$ cat src/rtl/core/gcbw_pkg.sv
// gcbw_pkg: shared constants and types for the graph cut boundary weight core
// depends on nothing; imported by every gcbw module and the top level

package gcbw_pkg;

  localparam int MAX_WIDTH  = 1024;
  localparam int MEM_DEPTH  = 4 * MAX_WIDTH;
  localparam int ADDR_W     = $clog2(MEM_DEPTH);
  localparam int DIM_W      = 11;
  localparam int CNT_W      = 21;
  localparam int PIX_W      = 24;
  localparam int WGT_W      = 16;
  localparam int SUM_W      = 19;
  localparam int SCALE_W    = 24;
  localparam int NB_NUM     = 8;

  localparam logic [DIM_W-1:0]   WIDTH_RESET  = 11'd640;
  localparam logic [DIM_W-1:0]   HEIGHT_RESET = 11'd480;
  localparam logic [SCALE_W-1:0] SCALE_RESET  = 24'd3025544;
  localparam logic [23:0]        INV_SQRT2    = 24'd11863283;
  localparam logic [19:0]        K_ONE        = 20'd65536;
  localparam logic [19:0]        K_SAT        = 20'd524287;

  // register indexes on the config port
  localparam logic [1:0] REG_WIDTH  = 2'd0;
  localparam logic [1:0] REG_HEIGHT = 2'd1;
  localparam logic [1:0] REG_SCALE  = 2'd2;

  // item kinds on the input stream
  localparam logic ACT_PIXEL = 1'b0;
  localparam logic ACT_FLUSH = 1'b1;

  // control that travels with each pixel pair through the weight unit
  typedef struct packed {
    logic       valid;
    logic       in_img;
    logic       diag;
    logic [2:0] idx;
  } wu_tag_t;

  typedef enum logic [3:0] {
    ST_IDLE  = 4'b0001,
    ST_ISSUE = 4'b0010,
    ST_DRAIN = 4'b0100,
    ST_DONE  = 4'b1000
  } seq_state_t;

endpackage

$ cat src/rtl/core/gcbw_weight_unit.sv
// gcbw_weight_unit: shared four stage unit, color distance to boundary weight
// depends on gcbw_pkg

module gcbw_weight_unit
  import gcbw_pkg::*;
(
  input  logic               clk,
  input  logic               rst,
  input  wu_tag_t            in_tag,
  input  logic [PIX_W-1:0]   center,
  input  logic [PIX_W-1:0]   nbr,
  input  logic [SCALE_W-1:0] scale,
  output wu_tag_t            out_tag,
  output logic [WGT_W-1:0]   weight
);

  wu_tag_t      a_tag, b_tag, c_tag;
  logic [17:0]  a_d2;
  logic [41:0]  b_t;
  logic [24:0]  c_q;

  logic [7:0]   dr, dg, db;
  logic [17:0]  d2;
  logic [17:0]  n_int;
  logic [24:0]  q_lin;
  logic [48:0]  q_prod;
  logic [24:0]  q_fin;

  // stage a: squared color distance
  always_comb begin
    dr = (center[7:0] > nbr[7:0]) ? center[7:0] - nbr[7:0] : nbr[7:0] - center[7:0];
    dg = (center[15:8] > nbr[15:8]) ? center[15:8] - nbr[15:8] : nbr[15:8] - center[15:8];
    db = (center[23:16] > nbr[23:16]) ? center[23:16] - nbr[23:16]
                                      : nbr[23:16] - center[23:16];
    d2 = 18'(dr * dr) + 18'(dg * dg) + 18'(db * db);
  end

  // stage c: base two exponential, linear in the fraction
  always_comb begin
    n_int = b_t[41:24];
    if (n_int >= 18'd25) begin
      q_lin = '0;
    end else begin
      q_lin = (25'h100_0000 - 25'(b_t[23:1])) >> n_int[4:0];
    end
  end

  // stage d: diagonal scaling, cut to q0.16 and saturate
  always_comb begin
    q_prod = c_q * INV_SQRT2;
    q_fin  = c_tag.diag ? q_prod[48:24] : c_q;
  end

  // pipeline registers
  always_ff @(posedge clk) begin
    if (rst) begin
      a_tag   <= '0;
      b_tag   <= '0;
      c_tag   <= '0;
      out_tag <= '0;
    end else begin
      a_tag   <= in_tag;
      b_tag   <= a_tag;
      c_tag   <= b_tag;
      out_tag <= c_tag;
    end
    a_d2 <= d2;
    b_t  <= a_d2 * scale;
    c_q  <= q_lin;
    if (!c_tag.in_img) begin
      weight <= '0;
    end else if (q_fin[24]) begin
      weight <= '1;
    end else begin
      weight <= q_fin[23:8];
    end
  end

endmodule

$ cat config.mk
export PLATFORM = sky130hd
export DESIGN_NAME = gcbw_weight_unit
export DESIGN_NICKNAME = d
export VERILOG_FILES = /design/src/rtl/core/gcbw_pkg.sv /design/src/rtl/core/gcbw_weight_unit.sv
export SDC_FILE = /design/constraint.sdc
export NUM_CORES = 2
export LEC_CHECK = 0
export BUFFER_PORTS_ARGS = -buffer_cell sky130_fd_sc_hd__buf_4
export CAP_MARGIN = 20
export CORE_MARGIN = 2
export CORE_UTILIZATION = 60
export CTS_BUF_LIST = sky130_fd_sc_hd__clkbuf_8
export CTS_CLUSTER_DIAMETER = 60
export DETAILED_ROUTE_END_ITERATION = 8
export GPL_ROUTABILITY_DRIVEN = 0
export GPL_TIMING_DRIVEN = 0
export PLACE_DENSITY = 0.8
export SETUP_SLACK_MARGIN = 0.1
export SYNTH_ARGS = -nofsm -noshare
export SYNTH_HDL_FRONTEND = slang
export SYNTH_SLANG_ARGS = --single-unit
$ cat constraint.sdc
create_clock -name clk -period 8.32 [get_ports clk]
set_clock_uncertainty 0.1 [all_clocks]
set_input_delay 0.832 -clock clk [delete_from_list [all_inputs] [get_ports clk]]
set_output_delay 0.832 -clock clk [all_outputs]
set_load 0.05 [all_outputs]
* Yosys cells after proc, flatten, opt, wreduce, memory -nomap -nowiden
Cells that the tools add are included.
** Word-level totals
- Flip-flop bits (word level) :: 125
- Bits in latches :: 0
- Memory bits (writable) :: 0
- Memory bits (read-only) :: 0
- Bits of input ports :: 80
- Word-level logic and storage cells :: 44
- Memories kept :: 0
** Operators by class
- $add $sub $neg :: 9
- Multipliers :: 5
- Divide/modulo/power cells :: 0
- Magnitude comparators :: 4
- Equal/unequal tests :: 0
- Shift-type cells :: 1
- Mux-type cells :: 5
- Bitwise gates (word level) :: 0
- Reductions and logical operators :: 0
** Operators with widths (count)
- $mul 25x24->49 const B :: 1
- $mul 8x8->16 :: 3
- $sub 8x8->8 :: 6
- $mul 18x24->42 :: 1
- $mux 25 :: 1
- $shr 25x5->25 :: 1
- $sub 25x23->25 const A :: 1
- $gt 8x8->1 :: 3
- $mux 8 :: 3
- $add 17x16->18 :: 1
- $ge 18x5->1 const B :: 1
- $add 16x16->17 :: 1
- $mux 16 :: 1

* Depth between registers and ports, before layout
- Depth in word-level cells :: 5
- Depth in mapped cells :: 38
- Mapped depth without buffers :: 36

* Worst setup path after synthesis
Ideal clock, no wire load.
- Path type :: input-to-reg
- Start point :: input port center[0]
- End point :: register a_d2[17]
- Library setup time :: 127 ps
- Data arrival time :: 8890 ps
- Setup slack :: -797 ps
- Stages :: 33
- Buffers on the path :: 0
- Cell sequence :: inv_1 -> ha_1 -> inv_1 -> fa_1 -> a21o_1 -> a21oi_1 -> o21ai_0 -> a31oi_1 -> a2111oi_0 -> o311ai_0 -> xnor2_1 -> inv_1 -> nand2b_1 -> fa_1 -> fa_1 -> fa_1 -> inv_1 -> fa_1 -> inv_1 -> fa_1 -> inv_1 -> fa_1 -> fa_1 -> ha_1 -> nor2b_1 -> o21ai_0 -> a21boi_0 -> o21ai_0 -> a21boi_0 -> o2111ai_1 -> nand3_1 -> and4_1 -> or3_1
** On the way
- Longest elaborated chain between the ends :: 5
- Elaborated cells between the ends (all ways) :: 7
** RTL lines
- from (decl) :: line gcbw_weight_unit.sv:10 : input logic [PIX_W-1:0] center,
- $sub 8x8->8 or $gt 8x8->1 (tied branches) :: line gcbw_weight_unit.sv:31 : dr = (center[7:0] > nbr[7:0]) ? center[7:0] - nbr[7:0] : nbr[7:0] - center[7:0];
- $mux 8 (*) :: line gcbw_weight_unit.sv:31
- $mul 8x8->16 (*) :: line gcbw_weight_unit.sv:35 : d2 = 18'(dr * dr) + 18'(dg * dg) + 18'(db * db);
- $add 16x16->17 (*) :: line gcbw_weight_unit.sv:35
- $add 17x16->18 (*) :: line gcbw_weight_unit.sv:35
- net d2[17] :: line gcbw_weight_unit.sv:23 : logic [17:0] d2;
- to (signal assigned) :: line gcbw_weight_unit.sv:67 : a_d2 <= d2;
- to (decl) :: line gcbw_weight_unit.sv:18 : logic [17:0] a_d2;
Mark *: on every way through the listed nets, which the timed path passes. The rest lies on a longest branch.
A chain may end at the register's enable or synchronous reset.

* Worst setup path after layout
Same ends and word-level chain as after synthesis.

==> impl_metrics.tcl <==
set metrics [dict create \
    outcome "completed" \
    start_util_pct 60.4 \
    slowest_delay_ns 0.57 \
    clock_sink_count 124 \
    syn_area_per_cell_um2 9.08 \
    crit_top_cell "fa_1" \
    yosys-top-cells-area "fa_1, ha_1, inv_1" \
    clk_latency_ns 0.56 \
    hold_depth 1 \
    track_usage_pct 29.9 \
    setup_viol 0 \
    rows 89 \
    nFillCells 4586 \
    start_kind "input pin" \
    ys_seq_area_share_pct 7.00 \
    cts_tree "yes" \
    fin_crit_ns 8.30 \
    grt-busiest-layer "met2" \
    use_met1_pct 35.5 \
    ctsLongestPathBuffers 2 \
    pin_count 102 \
    rsz0062_at_grt "yes" \
    dieArea_um2 61100 \
    hold_path_class "reg2reg" \
    post-place-cells 4761 \
    path_max_fanout 3 \
    coreArea_um2 58700 \
    clk_pin_slew_worst_paths_ns 0.11 \
    wl_per_cell_um 18.0 \
    slew_viol_final 0 \
    startpoint "center[0]" \
    drv_cap 0 \
    first_pass_iters 7 \
    required_ns 8.67 \
    via_count 27100 \
    antenna_found_initial 5 \
    hold_violations 0 \
    via_per_inst 5.59 \
    max_freq_ghz 0.120 \
    grt_pass1_wl_um 142000 \
    gr-total-overflow 0 \
    dr.first_iter.drc_count 1743 \
    areaGrowthSynthToFinish_pct 8.37 \
    crit_family "adder cells" \
    critPathSlowestCell "fa_1" \
    arrival_ns 8.66 \
    yosysTopAreaCellShare_pct 39.2 \
    ff2ff_setup_slack_ns 0.58 \
    final_common_cell "inv_1" \
    grt_pass1_vias 28500 \
    fin_cells 4842 \
    reg2regPathDepth 23 \
    seqCellArea_um2 2480 \
    timing.rr.start "a_d2[4]" \
    most-common-layout-cells "inv_1, fa_1, ha_1" \
    netlist_instances 3904 \
    regToRegEndpoint "b_t[38]" \
    multi_input_area_um2 29400 \
    tns_ns 0 \
    synth_edf_count 0 \
    layout.nets 5323 \
    cts_made_buffers 17 \
    post-route-period-util_pct 99.8 \
    post-synth-top-area-cell "fa_1" \
    synthArstFlopShare_pct 0 \
    grt_max_degree 17 \
    worst_pin_slew_ns 1.16 \
    cts_hold_buf 0 \
    ys_ff_latch 124 \
    met2_usage_pct 52.0 \
    h-tree-depth 4 \
    syn_area_um2 35500 \
    max-slew-margin-rel_pct 20.5 \
    die_h_um 247 \
    hpwlAfterDp_um 72800 \
    wl_um 87400 \
    synth_top_flop_cell "dfxtp_1" \
    drive_gt1_share_pct 8.19 \
    yosysWarnings 0 \
    root_buffer "clkbuf_8" \
    antenna_left 0 \
    path_buf_inv 8 \
    drc_errors 0 \
    crit_cells 34 \
    met3_usage_pct 5.42 \
    synth_fp_nets 5175 \
    endpoint "a_d2[17]" \
    portBuffers 84 \
    yosysUniqueCellTypes 77 \
    endpoint_kind "flip-flop" \
    die_w_um 247 \
    criticalPathCategory "in2reg" \
]
metrics by stage:
stage               setup slack, ns  hold slack [ns]  util, %  cell area, um^2
detailed placement            -1.22            0.320     63.4            37200
global placement              -1.15            0.315     63.4            37200
finish                       0.0189            0.333     65.5            38400
floorplan                    -0.128            0.314        -            35600
global route                 -0.257            0.345     65.5            38400
CTS                          0.0220            0.331     64.8            38000
metal layers:
| layer | part of all wire, % | up-vias |
|---|---|---|
| met5 | 0.039 | - |
| met4 | 5.3 | 6 |
| met3 | 7.2 | 318 |
| met2 | 49 | 1111 |
| met1 | 38 | 13300 |
| li1 | - | 12400 |
worst register-to-register path, stage by stage, from the launching register on:
cell	delay (ns)
dfxtp_1	0.55
clkbuf_1	0.55
nand2_1	0.17
fa_1	0.54
inv_1	0.06
fa_1	0.54
inv_1	0.06
fa_1	0.49
inv_1	0.05
fa_1	0.56
inv_1	0.07
fa_1	0.47
inv_1	0.05
fa_1	0.43
ha_1	0.35
and3_1	0.18
nand4_1	0.16
a2111oi_2	0.53
nor4_1	0.15
o31ai_2	0.62
a211oi_1	0.28
o31ai_1	0.28
a21oi_1	0.12
xnor2_1	0.26
synthesized netlist by cell type (35+ instances only):
cell and number:
and2_1 137, dfxtp_1 124, o21ai_0 59, inv_1 955
ha_1 496, a21oi_1 119, nand3_1 37, fa_1 695
nor2b_1 43, a21o_1 58, nor3_1 35, nand2_1 381
xnor2_1 64, clkbuf_1 118, nor2_1 157, mux2i_1 36
state kept, by name (all words and copies together), names as in the netlist:
name	cells
a_d2	18
weight	16
out_tag	6
b_t	41
b_tag	6
a_tag	6
c_tag	6
c_q	25
worst min path at each step:
stage | startpoint | end | slack, ns
after floorplan | a_tag[0] | b_tag[0] | 0.31
after global placement | b_tag[1] | c_tag[1] | 0.32
after detailed placement | b_tag[0] | c_tag[0] | 0.32
after CTS | b_tag[0] | c_tag[0] | 0.33
after global routing | a_tag[3] | b_tag[3] | 0.34
final | b_tag[0] | c_tag[0] | 0.33
cell families after synthesis:
logic type	Yosys count	share of synthesized area, %
fa+ha+maj	1191	56.7
buf+inv	1085	11.5
simple gates	928	12.5
compound gates	421	7.96
flops	124	7.00
xor+xnor	90	2.22
mux	65	2.08
layout make-up:
| type | instances | share of cell area [%] |
|---|---|---|
| antenna | 4 | 0.0260 |
| inverter | 955 | 9.37 |
| sequential | 124 | 6.46 |
| buffer | 129 | 1.47 |
| tap | 773 | 2.52 |
| timing repair buffer | 129 | 2.68 |
| multi-input combinational | 2696 | 76.4 |
| clock buffer | 21 | 0.752 |
| clock inverter | 11 | 0.283 |
repair_timing:
action | in CTS | in global routing
cloned | 1 | 1
pin swaps | 47 | 41
gates resized for setup | 51 | 55
buffers inserted | 21 | 23
endpoints found under the setup margin | 13 | 12
Power is left out: the tool's default activity adds up to more than one toggle a clock period on the data nets, which glitch-free logic cannot reach.
